$ cat src/design/html_whitespace_minifier_macros.svh
// Assertion macros shared by the minifier RTL.
// Expects clk and arst_n in the scope where a macro is used.
`ifndef HTML_WHITESPACE_MINIFIER_MACROS_SVH
`define HTML_WHITESPACE_MINIFIER_MACROS_SVH

// Same-cycle implication, disabled during reset.
`define HWM_ASSERT_IMPL(label, ante, cons, msg) \
	label: assert property (@(posedge clk) disable iff (!arst_n) (ante) |-> (cons)) \
		else $error(msg);

// Next-cycle implication, disabled during reset.
`define HWM_ASSERT_NEXT(label, ante, cons, msg) \
	label: assert property (@(posedge clk) disable iff (!arst_n) (ante) |=> (cons)) \
		else $error(msg);

`endif

$ cat src/design/hwm_pkg.sv
// Shared types, codes and character tables for the HTML whitespace minifier.
// No dependencies; used by the controller, datapath and top level.
package hwm_pkg;

	localparam int LOOKAHEAD_DEPTH = 32;
	localparam int RAM_AW          = $clog2(LOOKAHEAD_DEPTH);
	localparam int RAM_DEPTH       = 2 ** RAM_AW;
	localparam int CNT_W           = $clog2(LOOKAHEAD_DEPTH + 1);

	typedef logic [RAM_AW-1:0] ptr_t;
	typedef logic [CNT_W-1:0]  cnt_t;

	// parse modes
	localparam logic [1:0] MODE_NORMAL   = 2'd0;
	localparam logic [1:0] MODE_VERBATIM = 2'd1;
	localparam logic [1:0] MODE_COMMENT  = 2'd2;

	// raw-content tag ids
	localparam logic [1:0] TAG_PRE      = 2'd0;
	localparam logic [1:0] TAG_SCRIPT   = 2'd1;
	localparam logic [1:0] TAG_STYLE    = 2'd2;
	localparam logic [1:0] TAG_TEXTAREA = 2'd3;

	// window recognizer phases
	localparam logic [2:0] PH_LT    = 3'd0;
	localparam logic [2:0] PH_BANG1 = 3'd1;
	localparam logic [2:0] PH_BANG2 = 3'd2;
	localparam logic [2:0] PH_WS    = 3'd3;
	localparam logic [2:0] PH_NAME  = 3'd4;
	localparam logic [2:0] PH_GT    = 3'd5;

	// window decisions
	localparam logic [2:0] DEC_PEND    = 3'd0;
	localparam logic [2:0] DEC_PLAIN   = 3'd1;
	localparam logic [2:0] DEC_COMMENT = 3'd2;
	localparam logic [2:0] DEC_OPEN    = 3'd3;
	localparam logic [2:0] DEC_CLOSE   = 3'd4;

	localparam logic [7:0] CH_LT    = 8'h3C;
	localparam logic [7:0] CH_GT    = 8'h3E;
	localparam logic [7:0] CH_SLASH = 8'h2F;
	localparam logic [7:0] CH_BANG  = 8'h21;
	localparam logic [7:0] CH_DASH  = 8'h2D;
	localparam logic [7:0] CH_SPACE = 8'h20;

	typedef struct packed {
		logic accept;
		logic feed;
		logic from_ram;
		logic rd_issue;
		logic fin_dec;
		logic finalize;
	} dp_cmd_t;

	typedef struct packed {
		logic room;
		logic out_free;
		logic end_doc;
		logic full_next;
		logic more_next;
		logic open_next;
	} dp_sts_t;

	function automatic logic is_ws(input logic [7:0] b);
		return b inside {8'h20, [8'h09:8'h0D]};
	endfunction

	function automatic logic is_delim(input logic [7:0] b);
		return b inside {CH_GT, CH_SPACE, 8'h09, 8'h0A, 8'h0D, CH_SLASH};
	endfunction

	function automatic logic [7:0] low_case(input logic [7:0] b);
		return (b inside {[8'h41:8'h5A]}) ? (b + 8'h20) : b;
	endfunction

	function automatic logic [3:0] tag_len(input logic [1:0] t);
		logic [3:0] n;
		case (t)
			TAG_PRE:      n = 4'd3;
			TAG_SCRIPT:   n = 4'd6;
			TAG_STYLE:    n = 4'd5;
			TAG_TEXTAREA: n = 4'd8;
			default:      n = 4'd3;
		endcase
		return n;
	endfunction

	// names left-aligned, padded with spaces that are never compared
	function automatic logic [7:0] tag_char(input logic [1:0] t, input logic [2:0] k);
		logic [63:0] s;
		case (t)
			TAG_PRE:      s = "pre     ";
			TAG_SCRIPT:   s = "script  ";
			TAG_STYLE:    s = "style   ";
			TAG_TEXTAREA: s = "textarea";
			default:      s = "pre     ";
		endcase
		return s[8*(3'd7 - k) +: 8];
	endfunction

endpackage

$ cat src/design/html_whitespace_minifier.sv
// Top level of the streaming HTML whitespace minifier.
// Depends on hwm_pkg, hwm_ctrl, hwm_datapath (and hwm_ram below it).
//
//  channel  | dir | tdata           | tuser (bit 0 up)             | tlast
//  s_axis   | in  | data_byte[7:0]  | -                            | end_of_doc
//  m_axis   | out | out_byte[7:0]   | byte_valid, window_overflow  | out_last
//
// A plain byte is accepted and stored, then fed through the parser. Each
// byte replayed from the lookahead RAM after a tag decision takes a
// registered RAM read, then a feed; a forced decision (window full or end
// of document) and the end flush are extra steps. The parser stalls while
// the output register is full and not taken, save into a free end hold slot.
// Reset (arst_n low) returns the parser to normal mode with an empty window;
// the RAM contents are not cleared and need no clearing pass.
module html_whitespace_minifier (
	input  logic       clk,
	input  logic       arst_n,
	input  logic       s_axis_tvalid,
	output logic       s_axis_tready,
	input  logic [7:0] s_axis_tdata,   // [7:0] data_byte
	input  logic       s_axis_tlast,
	output logic       m_axis_tvalid,
	input  logic       m_axis_tready,
	output logic [7:0] m_axis_tdata,   // [7:0] out_byte
	output logic [1:0] m_axis_tuser,   // [0] byte_valid, [1] window_overflow
	output logic       m_axis_tlast
);
	import hwm_pkg::*;

	dp_cmd_t    cmd;
	dp_sts_t    sts;
	logic       bvalid, ovf;

	// controller: decides which datapath action runs each cycle
	hwm_ctrl u_ctrl (
		.clk      (clk),
		.arst_n   (arst_n),
		.in_valid (s_axis_tvalid),
		.in_ready (s_axis_tready),
		.sts      (sts),
		.cmd      (cmd)
	);

	// datapath: stream RAM, window recognizer, parse state, output register
	hwm_datapath u_dp (
		.clk        (clk),
		.arst_n     (arst_n),
		.in_byte    (s_axis_tdata),
		.in_last    (s_axis_tlast),
		.cmd        (cmd),
		.sts        (sts),
		.out_ready  (m_axis_tready),
		.out_valid  (m_axis_tvalid),
		.out_byte   (m_axis_tdata),
		.out_bvalid (bvalid),
		.out_last   (m_axis_tlast),
		.out_ovf    (ovf)
	);

	assign m_axis_tuser = {ovf, bvalid};
endmodule

$ cat src/design/hwm_ram.sv
// Generic single-write, single-read RAM with registered read data.
// No dependencies.
module hwm_ram #(
	parameter int WIDTH = 8,
	parameter int DEPTH = 32
) (
	input  logic                     clk,
	input  logic                     we,
	input  logic [$clog2(DEPTH)-1:0] waddr,
	input  logic [WIDTH-1:0]         wdata,
	input  logic                     re,
	input  logic [$clog2(DEPTH)-1:0] raddr,
	output logic [WIDTH-1:0]         rdata
);
	logic [WIDTH-1:0] mem_q [DEPTH];

	always_ff @(posedge clk) begin
		if (we) begin
			mem_q[waddr] <= wdata;
		end
		if (re) begin
			rdata <= mem_q[raddr];
		end
	end
endmodule

$ cat src/design/hwm_ctrl.sv
// Sequencer for the minifier: accept, feed, replay reads, forced decisions, end flush.
// Depends on hwm_pkg and the assertion macro header.
`include "html_whitespace_minifier_macros.svh"
module hwm_ctrl (
	input  logic             clk,
	input  logic             arst_n,
	input  logic             in_valid,
	output logic             in_ready,
	input  hwm_pkg::dp_sts_t sts,
	output hwm_pkg::dp_cmd_t cmd
);
	import hwm_pkg::*;

	localparam logic [2:0] S_IDLE  = 3'd0;
	localparam logic [2:0] S_FEED  = 3'd1;
	localparam logic [2:0] S_READ  = 3'd2;
	localparam logic [2:0] S_FIN   = 3'd3;
	localparam logic [2:0] S_FINAL = 3'd4;

	logic [2:0] state_q, state_d;
	logic       from_ram_q, from_ram_d;

	assign in_ready = (state_q == S_IDLE);

	always_comb begin
		cmd          = '0;
		cmd.accept   = (state_q == S_IDLE) && in_valid;
		cmd.feed     = (state_q == S_FEED) && sts.room;
		cmd.from_ram = from_ram_q;
		cmd.rd_issue = (state_q == S_READ);
		cmd.fin_dec  = (state_q == S_FIN) && sts.room;
		cmd.finalize = (state_q == S_FINAL) && sts.out_free;
	end

	always_comb begin
		state_d    = state_q;
		from_ram_d = from_ram_q;
		case (state_q)
			S_IDLE: begin
				if (cmd.accept) begin
					state_d    = S_FEED;
					from_ram_d = 1'b0;
				end
			end
			S_FEED: begin
				if (cmd.feed) begin
					if (sts.full_next) begin
						state_d = S_FIN;
					end else if (sts.more_next) begin
						state_d = S_READ;
					end else if (sts.end_doc && sts.open_next) begin
						state_d = S_FIN;
					end else if (sts.end_doc) begin
						state_d = S_FINAL;
					end else begin
						state_d = S_IDLE;
					end
				end
			end
			S_READ: begin
				state_d    = S_FEED;
				from_ram_d = 1'b1;
			end
			S_FIN: begin
				if (cmd.fin_dec) begin
					if (sts.more_next) begin
						state_d = S_READ;
					end else if (sts.end_doc) begin
						state_d = S_FINAL;
					end else begin
						state_d = S_IDLE;
					end
				end
			end
			S_FINAL: begin
				if (cmd.finalize) begin
					state_d = S_IDLE;
				end
			end
			default: state_d = S_IDLE;
		endcase
	end

	always_ff @(posedge clk or negedge arst_n) begin
		if (!arst_n) begin
			state_q    <= S_IDLE;
			from_ram_q <= 1'b0;
		end else begin
			state_q    <= state_d;
			from_ram_q <= from_ram_d;
		end
	end

	`HWM_ASSERT_NEXT(a_accept_feeds, cmd.accept, state_q == S_FEED && !from_ram_q, "accept must lead to a feed of the input byte")
	`HWM_ASSERT_IMPL(a_final_is_end, state_q == S_FINAL, sts.end_doc, "flush entered without end of document")
	`HWM_ASSERT_IMPL(a_one_action, 1'b1, $onehot0({cmd.accept, cmd.feed, cmd.rd_issue, cmd.fin_dec, cmd.finalize}), "more than one datapath action in a cycle")
endmodule

$ cat src/design/hwm_datapath.sv
// Datapath: byte stream RAM, lookahead window recognizer, parse state and output stage.
// Depends on hwm_pkg, hwm_ram and the assertion macro header.
`include "html_whitespace_minifier_macros.svh"
module hwm_datapath (
	input  logic             clk,
	input  logic             arst_n,
	input  logic [7:0]       in_byte,
	input  logic             in_last,
	input  hwm_pkg::dp_cmd_t cmd,
	output hwm_pkg::dp_sts_t sts,
	input  logic             out_ready,
	output logic             out_valid,
	output logic [7:0]       out_byte,
	output logic             out_bvalid,
	output logic             out_last,
	output logic             out_ovf
);
	import hwm_pkg::*;

	// stream pointers: window starts at q, next byte to feed at rd, next free at wr
	ptr_t       wr_q, rd_q, q_q, nx_wr, nx_rd, nx_q;
	cnt_t       cnt_q, nx_cnt;
	logic [1:0] mode_q, nx_mode, tagid_q, nx_tag, dash_q, nx_dash;
	logic       started_q, nx_started, lastsp_q, nx_lastsp;
	logic [2:0] ph_q, nx_ph;
	logic [3:0] cand_q, nx_cand, k_q, nx_k;
	logic       slash_q, nx_slash;
	logic [7:0] cur_q;
	logic       end_q, ovf_q;
	logic       hold_v_q, hold_ovf_q;
	logic [7:0] hold_byte_q;
	logic       out_v_q, out_bv_q, out_last_q, out_ovf_q;
	logic [7:0] out_byte_q;

	logic [7:0] ram_rdata, b_cur;
	logic       win_open, verb;
	logic [3:0] name_k, ns_more, ns_match;
	logic [1:0] m_tag, f_tag, dec_tag;
	logic       f_hit;
	logic [2:0] nm_dec, nm_ph, fin_code, dec;
	logic       emit, out_free, full_next;
	logic [7:0] emit_byte;

	hwm_ram #(.WIDTH(8), .DEPTH(RAM_DEPTH)) u_ram (
		.clk   (clk),
		.we    (cmd.accept),
		.waddr (wr_q),
		.wdata (in_byte),
		.re    (cmd.rd_issue),
		.raddr (rd_q),
		.rdata (ram_rdata)
	);

	assign b_cur    = cmd.from_ram ? ram_rdata : cur_q;
	assign win_open = (cnt_q != '0);
	assign verb     = (mode_q == MODE_VERBATIM);
	assign name_k   = (ph_q == PH_NAME) ? k_q : 4'd0;

	// one name-matching step per candidate tag
	always_comb begin
		ns_more  = '0;
		ns_match = '0;
		m_tag    = TAG_PRE;
		f_hit    = 1'b0;
		f_tag    = TAG_PRE;
		for (int t = 0; t < 4; t++) begin
			if (cand_q[t]) begin
				if (name_k < tag_len(2'(t))) begin
					ns_more[t] = (low_case(b_cur) == tag_char(2'(t), name_k[2:0]));
				end else if (name_k == tag_len(2'(t))) begin
					ns_match[t] = is_delim(b_cur);
				end
				if (k_q == tag_len(2'(t))) begin
					f_hit = 1'b1;
					f_tag = 2'(t);
				end
			end
			if (ns_match[t]) begin
				m_tag = 2'(t);
			end
		end
	end

	always_comb begin
		if (ns_match != '0) begin
			if (verb) begin
				nm_dec = DEC_CLOSE;
				nm_ph  = ph_q;
			end else if (b_cur == CH_GT) begin
				nm_dec = DEC_OPEN;
				nm_ph  = ph_q;
			end else begin
				nm_dec = DEC_PEND;
				nm_ph  = PH_GT;
			end
		end else if (ns_more != '0) begin
			nm_dec = DEC_PEND;
			nm_ph  = PH_NAME;
		end else begin
			nm_dec = DEC_PLAIN;
			nm_ph  = ph_q;
		end
	end

	// decision when no more bytes will come (end of document or full window)
	always_comb begin
		case (ph_q)
			PH_NAME: fin_code = f_hit ? (verb ? DEC_CLOSE : DEC_OPEN) : DEC_PLAIN;
			PH_GT:   fin_code = DEC_OPEN;
			default: fin_code = DEC_PLAIN;
		endcase
	end

	always_comb begin
		nx_wr      = wr_q;
		nx_rd      = rd_q;
		nx_q       = q_q;
		nx_cnt     = cnt_q;
		nx_mode    = mode_q;
		nx_tag     = tagid_q;
		nx_dash    = dash_q;
		nx_started = started_q;
		nx_lastsp  = lastsp_q;
		nx_ph      = ph_q;
		nx_cand    = cand_q;
		nx_k       = k_q;
		nx_slash   = slash_q;
		dec        = DEC_PEND;
		dec_tag    = tagid_q;
		emit       = 1'b0;
		emit_byte  = b_cur;

		if (cmd.accept) begin
			nx_wr = wr_q + ptr_t'(1);
		end

		if (cmd.feed) begin
			nx_rd = rd_q + ptr_t'(1);
			if (win_open) begin
				nx_cnt = cnt_q + cnt_t'(1);
				case (ph_q)
					PH_LT: begin
						if (verb) begin
							if (b_cur == CH_SLASH) nx_ph = PH_WS;
							else dec = DEC_PLAIN;
						end else if (b_cur == CH_SLASH) begin
							dec = DEC_PLAIN;
						end else if (b_cur == CH_BANG) begin
							nx_ph = PH_BANG1;
						end else if (is_ws(b_cur)) begin
							nx_ph = PH_WS;
						end else begin
							dec      = nm_dec;
							nx_ph    = nm_ph;
							dec_tag  = m_tag;
							nx_cand  = ns_more;
							nx_k     = name_k + 4'd1;
							nx_slash = (b_cur == CH_SLASH);
							if (nm_ph == PH_GT) nx_tag = m_tag;
						end
					end
					PH_WS, PH_NAME: begin
						if (ph_q == PH_WS && is_ws(b_cur)) begin
							nx_ph = PH_WS;
						end else begin
							dec      = nm_dec;
							nx_ph    = nm_ph;
							dec_tag  = m_tag;
							nx_cand  = ns_more;
							nx_k     = name_k + 4'd1;
							nx_slash = (b_cur == CH_SLASH);
							// normal mode only: the tag id register holds the matched name
							if (nm_ph == PH_GT) nx_tag = m_tag;
						end
					end
					PH_BANG1: begin
						if (b_cur == CH_DASH) nx_ph = PH_BANG2;
						else dec = DEC_PLAIN;
					end
					PH_BANG2: begin
						dec = (b_cur == CH_DASH) ? DEC_COMMENT : DEC_PLAIN;
					end
					PH_GT: begin
						if (b_cur == CH_GT) dec = slash_q ? DEC_PLAIN : DEC_OPEN;
						else nx_slash = (b_cur == CH_SLASH);
					end
					default: dec = DEC_PLAIN;
				endcase
			end else if (mode_q == MODE_COMMENT) begin
				if (b_cur == CH_GT && dash_q == 2'd2) begin
					nx_mode = MODE_NORMAL;
				end else if (b_cur == CH_DASH) begin
					if (dash_q != 2'd2) nx_dash = dash_q + 2'd1;
				end else begin
					nx_dash = 2'd0;
				end
			end else if (b_cur == CH_LT) begin
				nx_cnt  = cnt_t'(1);
				nx_q    = rd_q;
				nx_ph   = PH_LT;
				nx_cand = verb ? (4'b0001 << tagid_q) : 4'b1111;
				nx_k    = 4'd0;
			end else if (verb) begin
				emit = 1'b1;
			end else if (is_ws(b_cur)) begin
				emit      = started_q && !lastsp_q;
				emit_byte = CH_SPACE;
			end else begin
				emit = 1'b1;
			end
		end

		if (cmd.fin_dec) begin
			dec     = fin_code;
			dec_tag = (ph_q == PH_NAME) ? f_tag : tagid_q;
		end

		if (dec != DEC_PEND) begin
			nx_cnt = '0;
			if (dec == DEC_COMMENT) begin
				nx_mode = MODE_COMMENT;
				nx_dash = 2'd0;
				nx_rd   = q_q + ptr_t'(4);
			end else begin
				emit      = 1'b1;
				emit_byte = CH_LT;
				nx_rd     = q_q + ptr_t'(1);
				if (dec == DEC_OPEN) begin
					nx_mode = MODE_VERBATIM;
					nx_tag  = dec_tag;
				end else if (dec == DEC_CLOSE) begin
					nx_mode = MODE_NORMAL;
				end
			end
		end

		if (emit) begin
			nx_started = 1'b1;
			nx_lastsp  = (emit_byte == CH_SPACE);
		end

		if (cmd.finalize) begin
			nx_mode    = MODE_NORMAL;
			nx_tag     = TAG_PRE;
			nx_cnt     = '0;
			nx_dash    = 2'd0;
			nx_started = 1'b0;
			nx_lastsp  = 1'b0;
		end
	end

	assign full_next = cmd.feed && win_open && (dec == DEC_PEND)
		&& (nx_cnt == cnt_t'(LOOKAHEAD_DEPTH));
	assign out_free  = !out_v_q || out_ready;

	always_comb begin
		sts           = '0;
		sts.out_free  = out_free;
		sts.room      = end_q ? (!hold_v_q || out_free) : out_free;
		sts.end_doc   = end_q;
		sts.full_next = full_next;
		sts.more_next = (nx_rd != wr_q);
		sts.open_next = (nx_cnt != '0);
	end

	always_ff @(posedge clk or negedge arst_n) begin
		if (!arst_n) begin
			wr_q      <= '0;
			rd_q      <= '0;
			q_q       <= '0;
			cnt_q     <= '0;
			mode_q    <= MODE_NORMAL;
			tagid_q   <= TAG_PRE;
			dash_q    <= 2'd0;
			started_q <= 1'b0;
			lastsp_q  <= 1'b0;
			ph_q      <= PH_LT;
			cand_q    <= '0;
			k_q       <= '0;
			slash_q   <= 1'b0;
			end_q     <= 1'b0;
			ovf_q     <= 1'b0;
			hold_v_q  <= 1'b0;
			out_v_q   <= 1'b0;
		end else begin
			wr_q      <= nx_wr;
			rd_q      <= nx_rd;
			q_q       <= nx_q;
			cnt_q     <= nx_cnt;
			mode_q    <= nx_mode;
			tagid_q   <= nx_tag;
			dash_q    <= nx_dash;
			started_q <= nx_started;
			lastsp_q  <= nx_lastsp;
			ph_q      <= nx_ph;
			cand_q    <= nx_cand;
			k_q       <= nx_k;
			slash_q   <= nx_slash;
			if (cmd.accept) begin
				end_q <= in_last;
				ovf_q <= 1'b0;
			end else if (full_next) begin
				ovf_q <= 1'b1;
			end

			// output stage valid and end-of-document hold slot
			if (cmd.finalize) begin
				out_v_q  <= 1'b1;
				hold_v_q <= 1'b0;
			end else if (emit && (!end_q || hold_v_q)) begin
				out_v_q <= 1'b1;
			end else begin
				if (out_v_q && out_ready) begin
					out_v_q <= 1'b0;
				end
				if (emit) begin
					hold_v_q <= 1'b1;
				end
			end
		end
	end

	// payload: output stage and end-of-document hold slot
	always_ff @(posedge clk) begin
		if (cmd.accept) begin
			cur_q <= in_byte;
		end
		if (emit) begin
			if (!end_q) begin
				out_byte_q <= emit_byte;
				out_bv_q   <= 1'b1;
				out_last_q <= 1'b0;
				out_ovf_q  <= ovf_q;
			end else begin
				if (hold_v_q) begin
					out_byte_q <= hold_byte_q;
					out_bv_q   <= 1'b1;
					out_last_q <= 1'b0;
					out_ovf_q  <= hold_ovf_q;
				end
				hold_byte_q <= emit_byte;
				hold_ovf_q  <= ovf_q;
			end
		end
		if (cmd.finalize) begin
			out_byte_q <= hold_v_q ? hold_byte_q : 8'h00;
			out_bv_q   <= hold_v_q;
			out_last_q <= 1'b1;
			out_ovf_q  <= hold_v_q ? hold_ovf_q : ovf_q;
		end
	end

	assign out_valid  = out_v_q;
	assign out_byte   = out_byte_q;
	assign out_bvalid = out_bv_q;
	assign out_last   = out_last_q;
	assign out_ovf    = out_ovf_q;

	`HWM_ASSERT_IMPL(a_hold_in_end, hold_v_q, end_q, "hold slot used outside a final item")
	`HWM_ASSERT_IMPL(a_marker_clean, out_v_q && !out_bv_q, out_byte_q == 8'h00 && out_last_q, "end marker must be zero and last")
	`HWM_ASSERT_IMPL(a_window_bound, 1'b1, cnt_q <= cnt_t'(LOOKAHEAD_DEPTH), "window count beyond depth")
endmodule

$ cat config.mk
export PLATFORM = sky130hd
export DESIGN_NAME = html_whitespace_minifier
export DESIGN_NICKNAME = d
export VERILOG_FILES = /design/src/design/hwm_pkg.sv /design/src/design/html_whitespace_minifier.sv /design/src/design/hwm_ram.sv /design/src/design/hwm_ctrl.sv /design/src/design/hwm_datapath.sv
export VERILOG_INCLUDE_DIRS = /design/src /design/src/design
export SDC_FILE = /design/constraint.sdc
export NUM_CORES = 1
export LEC_CHECK = 0
export BUFFER_PORTS_ARGS = -buffer_cell sky130_fd_sc_hd__buf_2
export CAP_MARGIN = 30
export CORE_ASPECT_RATIO = 1.25
export CORE_MARGIN = 2
export CORE_UTILIZATION = 30
export CTS_CLUSTER_DIAMETER = 80
export DETAILED_ROUTE_END_ITERATION = 7
export PLACE_DENSITY = 0.42
export SLEW_MARGIN = 20
export SYNTH_ARGS = -nofsm -noshare
export SYNTH_HDL_FRONTEND = slang
export SYNTH_HIERARCHICAL = 1
export SYNTH_SLANG_ARGS = --single-unit
export TNS_END_PERCENT = 50
$ cat constraint.sdc
create_clock -name clk -period 4.9 [get_ports clk]
set_input_delay 1.47 -clock clk [delete_from_list [all_inputs] [get_ports clk]]
set_output_delay 1.47 -clock clk [all_outputs]
set_load 0.01 [all_outputs]
==> flow_metrics.tcl, run 1 <==
set metrics [dict create \
    die-area_sq_mm 0.05653 \
    holdPathStages 1 \
    place.gp.congestion 0.8483 \
    path_class "primary input to register" \
    fp.dieH_microns 265.3 \
    hold_viol_final 0 \
    reg2regPathDepth 21 \
    clock_latency_ns 0.56 \
    core_sq_mm 0.05385 \
    synth_top_family_by_area "multiplexers" \
    p_leak_nw 6.323 \
    switching_share_pct 35.49 \
    p_switching_mw 3.831 \
    wl_per_cell_microns 21.62 \
    avgSynthCellArea_sq_um 14.18 \
    synth_area_sq_mm 0.01639 \
    dpl.hpwl_mm 29.81 \
    num_vias 10090 \
    yosys_register_bits 341 \
    cts_tree "done" \
    firstDrtPassIters 7 \
    synthSimpleGateAreaFrac_pct 11.45 \
    slew_headroom_pct 37.65 \
    end_kind "register" \
    slew_viol_final 0 \
    cts_max_level 2 \
    min_period_ns 4.631 \
    insertedDiodeCount 0 \
    ir_drop_mv 0.2967 \
    synthAdderAreaFrac_pct 1.359 \
    portBuffers 25 \
    synth_cell_types 95 \
    yosysWarnings 6 \
    synth_compound_area_share_pct 8.436 \
    syn-num-nets 1186 \
    cts_made_buffers 40 \
    io_pins 26 \
    grt.total_usage_pct 15.45 \
    clock_power_share_pct 26.1 \
    maxCapViolCount 0 \
    drive_gt1_share_pct 22.84 \
    r2r_slack_ns 0.31 \
    comb_power_share_pct 36.3 \
    start_kind "primary input" \
    fmax_ghz 0.2159 \
    worst_clock_skew_ns 0.01344 \
    drcViolationCount 0 \
    viasPerCell 5.109 \
    internal_power_mw 6.963 \
    synth_edf_count 291 \
    pre_cts_ws_ns -0.3348 \
    synthDominantCellAreaShare_pct 53.32 \
    drt_iter0_markers 695 \
    required_ns 5.38 \
    grt_pass1_vias 10500 \
    hp-start "u_dp/out_last" \
    synth_top_area_cell "edfxtp_1" \
    n_fill_cell 5254 \
    fin_crit_sh_pct 94.51 \
    dp_cells 1906 \
    synth_xor_xnor_area_share_pct 1.336 \
    cp_max_fo 3 \
    synth_mux_area_share_pct 13.61 \
    antenna_found_initial 0 \
    wl_mm 42.70 \
    clkTransAtPathRegs_ns 0.06 \
    grt_pass1_wl_mm 65.80 \
    synth_ff_type "edfxtp_1" \
    start_util_pct 30.44 \
    synthArstFlopShare_pct 14.37 \
    drt.antenna.violating_nets 0 \
    cts.sinks 341 \
    rows 95 \
    tightest_slew_ns 0.9352 \
    dpl-instance-area_sq_mm 0.01760 \
    final_cells 1975 \
    cts-root-buf "clkbuf_16" \
    clockBufferDepth 3 \
    r2r-end "u_ctrl/state_q[2]" \
    synth_area_leaders "edfxtp_1, mux4_2, dfrtp_1, nor2_1, mux2_2" \
    die_width_microns 213.1 \
    grt_max_degree 37 \
    setup_slack_ns 0.2692 \
    holdCritPathClass "register to register" \
    final_area_sq_mm 0.01885 \
    area_growth_pct 15.04 \
    rr_startpoint "u_dp/ph_q[1]" \
    whs_endpoint "u_dp/out_last" \
    status "finished clean" \
    power_frac_seq_pct 37.6 \
    grt_overflow 0 \
    synth_seq_area_share_pct 60.93 \
    power_density_mw_per_mm2 572.5 \
    layout.nets 1252 \
    arrival_ns 5.11 \
    synth_cells 1156 \
    setup_viol 0 \
    postCtsSetupRepairBufs 0 \
]
==> stage by stage <==
| step | TNS (ns) | utilization (%) | total power, mW | hold WS, ns |
|---|---|---|---|---|
| floorplan | 0 | - | 6.674 | 0.4438 |
| global placement | -0.7027 | 32.68 | 8.064 | 0.4305 |
| detailed placement | -0.8513 | 32.68 | 8.064 | 0.4415 |
| CTS | 0 | 34.95 | 10.96 | 0.4561 |
| global route | -0.06069 | 35.01 | 11.45 | 0.4818 |
| finish | 0 | 35.01 | 10.79 | 0.4548 |
==> repair_timing <==
item	4_1_cts	5_1_grt
resized for setup	0	3
setup endpoints to repair	0	3
hold buffers	0	0
==> power groups by stage <==
| stage | combinational (mW) | clock (mW) | sequential, mW |
|---|---|---|---|
| 4_1_cts | 3.93 | 2.93 | 4.10 |
| 2_1_floorplan | 2.85 | 0 | 3.82 |
| 3_3_place_gp | 3.91 | 0 | 4.15 |
| 5_1_grt | 4.28 | 3.05 | 4.13 |
| 6_report | 3.92 | 2.82 | 4.05 |
| 3_5_place_dp | 3.91 | 0 | 4.15 |
==> layout by cell type (no fill, tap or decap), drive strengths merged, types with 9 or more instances in the layout <==
cell type	n
a21oi	46
a31oi	9
and2	11
buf	96
clkbuf	49
clkinv	12
dfrtp	49
edfxtp	291
ha	17
inv	30
mux2	23
mux2i	17
mux4	80
nand2	61
nand3	36
nand3b	19
nand4	12
nor2	104
nor3	36
nor4	12
o21ai	42
xnor2	16
xor2	9
==> state kept, by name (all words and copies together), names as in the netlist, 3 cells and up <==
signal            count
u_dp/cur_q            8
u_dp/u_ram/rdata      8
u_dp/k_q              4
u_ctrl/state_q        3
u_dp/hold_byte_q      8
u_dp/out_byte         8
u_dp/rd_q             5
u_dp/cand_q           4
u_dp/cnt_q            6
u_dp/q_q              5
u_dp/wr_q             5
u_dp/u_ram/mem_q    256
u_dp/ph_q             3
==> worst max-delay path by stage <==
stage | from | endpoint | slack, ns | cells after the start
finish | m_axis_tready | u_ctrl/state_q[2] | 0.27 | 19
CTS | u_dp/ph_q[1] | u_ctrl/state_q[2] | 0.13 | 21
global route | m_axis_tready | u_ctrl/state_q[2] | -0.04 | 20
floorplan | m_axis_tready | u_ctrl/state_q[2] | 0.08 | 18
detailed placement | m_axis_tready | u_ctrl/state_q[2] | -0.33 | 19
global placement | m_axis_tready | u_ctrl/state_q[2] | -0.28 | 19
==> worst max-delay path, stage by stage <==
cell	delay, ns
buf_2	0.09
nand2b_1	0.14
nand2b_1	0.16
nand2_1	0.15
nor2_1	0.10
a311oi_1	0.27
o22ai_1	0.15
a2111oi_1	0.36
buf_4	0.18
a32oi_1	0.12
mux2_2	0.32
a2111oi_0	0.40
a311o_1	0.19
nor4_1	0.05
a41oi_1	0.25
o2111ai_1	0.21
nor2b_1	0.23
o2111ai_1	0.14
o22ai_1	0.14
==> cells by family (layout without fill, tap and decap cells) <==
family,after synthesis,count (layout)
muxes,120,120
adders and majority gates,18,18
and+or+nand+nor,357,357
AOI/OAI and AO/OA,197,197
xor gates and xnor gates,25,25
buffers and inverters,98,190
DFF,341,341
==> metal layers <==
| metal | share of wire [%] | track usage, % | vias up | wire length (microns) |
|---|---|---|---|---|
| li1 | - | - | 4684 | - |
| met1 | 43 | 19.57 | 5112 | 18170 |
| met2 | 51 | 26.66 | 226 | 21590 |
| met3 | 3.9 | 2.409 | 68 | 1683 |
| met4 | 2.9 | 5.443 | 0 | 1247 |
| met5 | 0 | 0 | - | 0 |
==> layout make-up <==
type / instances / area (sq um) / area share, %
inverters: 26 / 97.59 / 0.5177
multi-input cells: 717 / 5951 / 31.56
clock inverters: 19 / 177.7 / 0.9424
repair buffers: 96 / 683.2 / 3.624
well taps: 727 / 909.6 / 4.825
clock buffers: 49 / 1045 / 5.542
flip-flops and latches: 341 / 9990 / 52.99
==> synthesized netlist by cell type, types with 17 or more instances <==
| master | n |
|---|---|
| a21oi_1 | 45 |
| clkbuf_1 | 38 |
| dfrtp_1 | 49 |
| edfxtp_1 | 291 |
| ha_1 | 17 |
| inv_1 | 25 |
| mux2_2 | 23 |
| mux2i_1 | 17 |
| mux4_2 | 80 |
| nand2_1 | 61 |
| nand3_1 | 36 |
| nand3b_1 | 19 |
| nor2_1 | 101 |
| nor3_1 | 35 |
| o21ai_0 | 39 |
(Power assumes the default switching activity.)
==> inputs of run 2 (changes only) <==
--- a/config.mk
+++ b/config.mk
@@ -6,14 +6,15 @@
 export SDC_FILE = /design/constraint.sdc
 export NUM_CORES = 1
 export LEC_CHECK = 0
-export BUFFER_PORTS_ARGS = -buffer_cell sky130_fd_sc_hd__buf_2
 export CAP_MARGIN = 30
 export CORE_ASPECT_RATIO = 1.25
 export CORE_MARGIN = 2
 export CORE_UTILIZATION = 30
 export CTS_CLUSTER_DIAMETER = 80
 export DETAILED_ROUTE_END_ITERATION = 7
+export DONT_BUFFER_PORTS = 1
 export PLACE_DENSITY = 0.42
+export RECOVER_POWER = 50
 export SLEW_MARGIN = 20
 export SYNTH_ARGS = -nofsm -noshare
 export SYNTH_HDL_FRONTEND = slang
==> flow_metrics.tcl, run 2 (synthesis results as in run 1) <==
set metrics [dict create \
    status "finished clean" \
    fin_crit_sh_pct 90.61 \
    grt_overflow 0 \
    arrival_ns 4.91 \
    cts-root-buf "clkbuf_16" \
    wl_met2_mm 21.17 \
    final_common_cell "edfxtp_1" \
    postCtsSetupRepairBufs 0 \
    holdCritPathClass "register to register" \
    cp_max_fo 5 \
    holdBufCountCts 0 \
    final_area_sq_mm 0.01869 \
    fp.dieH_microns 265.3 \
    die-area_sq_mm 0.05653 \
    dpl-instance-area_sq_mm 0.01743 \
    layout_common_cells "edfxtp_1, nor2_1, mux4_2, buf_4, nand2_1" \
    setup_viol 0 \
    maxCapViolCount 0 \
    clock_latency_ns 0.56 \
    cts_made_buffers 41 \
    hold_viol_final 0 \
    pre_cts_ws_ns -0.2715 \
    slew_viol_final 0 \
    drt_iter0_markers 725 \
    worst_clock_skew_ns 0.01650 \
    viasPerCell 5.148 \
    ir_drop_mv 0.2867 \
    cts_tree "done" \
    start_kind "primary input" \
    die_width_microns 213.1 \
    total_power_mw 10.70 \
    core_sq_mm 0.05385 \
    portBuffers 0 \
    cts_max_level 2 \
    num_vias 10040 \
    rows 95 \
    slew_headroom_pct 37.49 \
    clockBufferDepth 3 \
    antenna_found_initial 0 \
    grt_pass1_vias 10190 \
    wl_mm 42.33 \
    largest_reg_flops 256 \
    setup_slack_ns 0.4599 \
    crit_family "compound AO/OA/AOI/OAI gates" \
    drt.antenna.violating_nets 0 \
    layout.nets 1223 \
    end_kind "register" \
    dpl.hpwl_mm 29.64 \
    power_density_mw_per_mm2 572.6 \
    drive_gt1_share_pct 21.18 \
    path_buf_inv 3 \
    cts-resized-gates 0 \
    n_fill_cell 5241 \
    place.gp.congestion 0.8631 \
    met1_length_mm 18.36 \
    drcViolationCount 0 \
    area_growth_pct 14.07 \
    max_stage_delay_ns 0.37 \
    cts.sinks 341 \
    grt_max_degree 50 \
    route.met3.wl_mm 1.588 \
    top_layer "met4" \
    path_cells "nand2b_1 > nand2b_1 > nand2_1 > nor3_2 > inv_1 > a311oi_1 > o22ai_1 > a2111oi_1 > buf_4 > a32oi_1 > buf_4 > a31oi_1 > and4b_1 > a311oi_1 > a41oi_1 > o2111ai_1 > nor2b_1 > o2111ai_1 > o22ai_1" \
    fmax_ghz 0.2252 \
    firstDrtPassIters 7 \
    min_period_ns 4.440 \
    cp_slowest_cell "a2111oi_1" \
    final_cells 1950 \
    clkTransAtPathRegs_ns 0.05 \
    dp_cells 1877 \
    required_ns 5.37 \
    path_class "primary input to register" \
    p_leak_nw 6.194 \
    grt_pass1_wl_mm 64.54 \
    grt.total_usage_pct 15.19 \
    io_pins 26 \
    wl_per_cell_microns 21.71 \
    tightest_slew_ns 0.9376 \
    insertedDiodeCount 0 \
    start_util_pct 30.44 \
    regMostFlops "u_dp/u_ram/mem_q" \
    rsz0062_at_grt "no" \
]
[run 2: cell count changes in the layout (fill, tap and decap cells not counted), moves of 2 or more]
cell	before	now
clkinv_1	8	5
clkinvlp_4	1	3
clkbuf_1	8	13
buf_12	2	0
inv_8	1	3
buf_2	25	0
clkinv_2	3	5
buf_4	69	64
[run 2: cell type report]
class	count	area, sq um	share of cell area [%]
Sequential cell	341	9991	53.44
Multi-Input combinational cell	717	5954	31.85
Clock buffer	52	1067	5.709
Tap cell	727	909.6	4.866
Timing Repair Buffer	66	488.0	2.610
Clock inverter	21	186.4	0.9973
Inverter	26	97.59	0.5221
[run 2: per-layer routing]
| metal | global-route usage, % | up-vias |
|---|---|---|
| met3 | 2.444 | 66 |
| li1 | - | 4626 |
| met1 | 19.59 | 5125 |
| met2 | 26.02 | 222 |
| met5 | 0 | - |
| met4 | 4.782 | 0 |
[run 2: where the power goes]
| part | leakage (nW) | internal (mW) | switching, mW |
|---|---|---|---|
| clock | 0.606 | 1.66 | 1.20 |
| combinational | 2.33 | 1.69 | 2.06 |
| sequential | 3.25 | 3.57 | 0.524 |
[run 2: through the flow]
step	util (%)	setup TNS [ns]	hold slack [ns]
2_1_floorplan	-	0	0.4438
4_1_cts	34.70	0	0.4926
3_5_place_dp	32.37	-0.6988	0.4794
5_1_grt	34.72	0	0.5228
6_report	34.72	0	0.4913
3_3_place_gp	32.37	-0.3841	0.4792
[run 2: final timing paths]
check,startpoint,to,slack (ns),cells past startpoint
worst max-delay path,m_axis_tready,u_ctrl/state_q[2],0.46,19
worst min-delay path,u_dp/ovf_q,u_dp/hold_ovf_q,0.49,0
worst max register to register,u_dp/ph_q[1],u_ctrl/state_q[2],0.50,18
worst min register to register,u_dp/ovf_q,u_dp/hold_ovf_q,0.49,0
max in group asynchronous,arst_n,u_ctrl/from_ram_q,4.12,0
min in group asynchronous,arst_n,u_dp/k_q[3],0.61,0
==> inputs of run 3 (changes only) <==
--- a/config.mk
+++ b/config.mk
@@ -13,7 +13,7 @@
 export CTS_CLUSTER_DIAMETER = 80
 export DETAILED_ROUTE_END_ITERATION = 7
 export DONT_BUFFER_PORTS = 1
-export PLACE_DENSITY = 0.42
+export PLACE_DENSITY = 0.43
 export RECOVER_POWER = 50
 export SLEW_MARGIN = 20
 export SYNTH_ARGS = -nofsm -noshare
==> constraint.sdc (replaced) <==
create_clock -name clk -period 3.9 [get_ports clk]
set_input_delay 1.17 -clock clk [delete_from_list [all_inputs] [get_ports clk]]
set_output_delay 1.17 -clock clk [all_outputs]
set_load 0.01 [all_outputs]
==> flow_metrics.tcl, run 3 (synthesis results as in run 1) <==
set metrics [dict create \
    status "finished with violations" \
    violations "negative setup slack" \
    drt_iter0_markers 634 \
    grt_max_degree 68 \
    cts_made_buffers 42 \
    cts.sinks 341 \
    insertedDiodeCount 0 \
    required_ns 4.37 \
    layout_common_cells "edfxtp_1, buf_4, nor2_1, mux4_2, nand2_1" \
    setup-tns-final_ns -0.5553 \
    place.gp.congestion 0.8465 \
    regMostFlops "u_dp/u_ram/mem_q" \
    ir_drop_mv 0.3736 \
    holdBufCountCts 0 \
    crit_family "compound AO/OA/AOI/OAI gates" \
    worst-path-stages 17 \
    wl_mm 44.09 \
    cp_slowest_cell "or4_1" \
    cts_tree "done" \
    final_common_cell "edfxtp_1" \
    end_kind "register" \
    crit_top_cell "buf_4" \
    grt_pass1_wl_mm 68.59 \
    rows 95 \
    slew_viol_final 0 \
    num_vias 10680 \
    power_density_mw_per_mm2 733.3 \
    rsz0062_at_grt "yes" \
    drive_gt1_share_pct 35.57 \
    firstDrtPassIters 4 \
    path_class "register to register" \
    holdCritPathClass "primary input to asynchronous set/reset pin" \
    dpl.hpwl_mm 30.75 \
    grt_overflow 0 \
    wl_per_cell_microns 20.70 \
    grt.total_usage_pct 15.99 \
    drcViolationCount 0 \
    die_width_microns 213.1 \
    clock_latency_ns 0.57 \
    r2r-end "u_ctrl/state_q[0]" \
    setup_viol 3 \
    cts-root-buf "clkbuf_16" \
    tightest_slew_ns 0.9434 \
    cp_max_fo 3 \
    drt.antenna.violating_nets 0 \
    start_util_pct 30.44 \
    start_kind "register" \
    fin_crit_sh_pct 105.9 \
    rr_startpoint "u_dp/ph_q[0]" \
    antenna_found_initial 0 \
    slew_headroom_pct 37.11 \
    pre_cts_ws_ns -0.9209 \
    r2r_slack_ns -0.23 \
    area_growth_pct 26.29 \
    hold_viol_final 0 \
    clkTransAtPathRegs_ns 0.06 \
    crit_start "u_dp/ph_q[0]" \
    portBuffers 0 \
    viasPerCell 5.013 \
    reg2regPathDepth 17 \
    core_sq_mm 0.05385 \
    setup_slack_ns -0.2299 \
    path_buf_inv 3 \
    layout.nets 1399 \
    worst_clock_skew_ns 0.02693 \
    fmax_ghz 0.2421 \
    arrival_ns 4.60 \
    grt_pass1_vias 11120 \
    largest_reg_flops 256 \
    max_stage_delay_ns 0.52 \
    io_pins 26 \
    total_power_mw 15.18 \
    min_period_ns 4.130 \
    p_leak_nw 7.284 \
    path_cells "buf_4 > buf_4 > or3b_4 > or4_1 > a21oi_1 > a311oi_2 > a2111o_1 > o21a_2 > buf_6 > a2111oi_4 > a311o_1 > nor4_2 > a41oi_2 > o2111ai_2 > nor2b_2 > a221oi_2 > nor3_1" \
    crit_end "u_ctrl/state_q[0]" \
    clockBufferDepth 3 \
    fp.dieH_microns 265.3 \
    die-area_sq_mm 0.05653 \
    maxCapViolCount 0 \
    cts_max_level 2 \
]
[run 3: area by class of cell]
class	instances	area (sq um)
Sequential cell	341	9990
Fill cell	5133	33150
Clock inverter	33	360.3
Multi-Input combinational cell	717	6349
Timing Repair Buffer	241	1903
Inverter	26	101.3
Clock buffer	45	1084
Tap cell	727	909.6
[run 3: how the worst min path moves through the flow]
stage,cells past startpoint,start,endpoint
global route,0,arst_n,u_dp/tagid_q[1]
global placement,0,u_dp/ovf_q,u_dp/hold_ovf_q
floorplan,0,u_dp/ovf_q,u_dp/hold_ovf_q
CTS,0,arst_n,u_dp/q_q[1]
finish,0,arst_n,u_dp/tagid_q[1]
detailed placement,0,u_dp/ovf_q,u_dp/hold_ovf_q
[run 3: timing repair]
action	in CTS	in global routing
pin swaps	29	27
buffers inserted	20	5
gates resized for setup	44	32
endpoints found under the setup margin	35	37
cloned	0	0
[run 3: routing by layer]
layer  up-vias  global-route usage (%)  routed length [microns]
li1       4994                       -                        -
met1      5444                   20.20                    18870
met2       171                   27.97                    22660
met3        69                   2.656                     1384
met4         0                   4.744                     1180
met5         -                       0                        0
[run 3: worst reg2reg max path, cell delays in order, from the launching register on]
cell and delay [ns]:
dfrtp_1 0.40, buf_4 0.14, buf_4 0.14, or3b_4 0.41, or4_1 0.52, a21oi_1 0.17
a311oi_2 0.08, a2111o_1 0.45, o21a_2 0.28, buf_6 0.13, a2111oi_4 0.27, a311o_1 0.17
nor4_2 0.06, a41oi_2 0.20, o2111ai_2 0.18, nor2b_2 0.18, a221oi_2 0.08, nor3_1 0.20
[run 3: through the flow]
stage	hold slack, ns	cell area, sq um	instances	utilization, %
after floorplan	0.4438	16500	1156	-
after CTS	0.2721	20520	2125	38.11
after global routing	0.2711	20700	2130	38.44
after global placement	0.4932	18720	2027	34.76
after detailed placement	0.4988	18720	2027	34.76
final	0.3103	20700	2130	38.44
[run 3: power breakdown]
| group | switching (mW) | internal [mW] |
|---|---|---|
| Clock | 1.61 | 2.38 |
| Sequential | 0.464 | 4.48 |
| Combinational | 3.18 | 3.06 |
| Total | 5.25 | 9.93 |
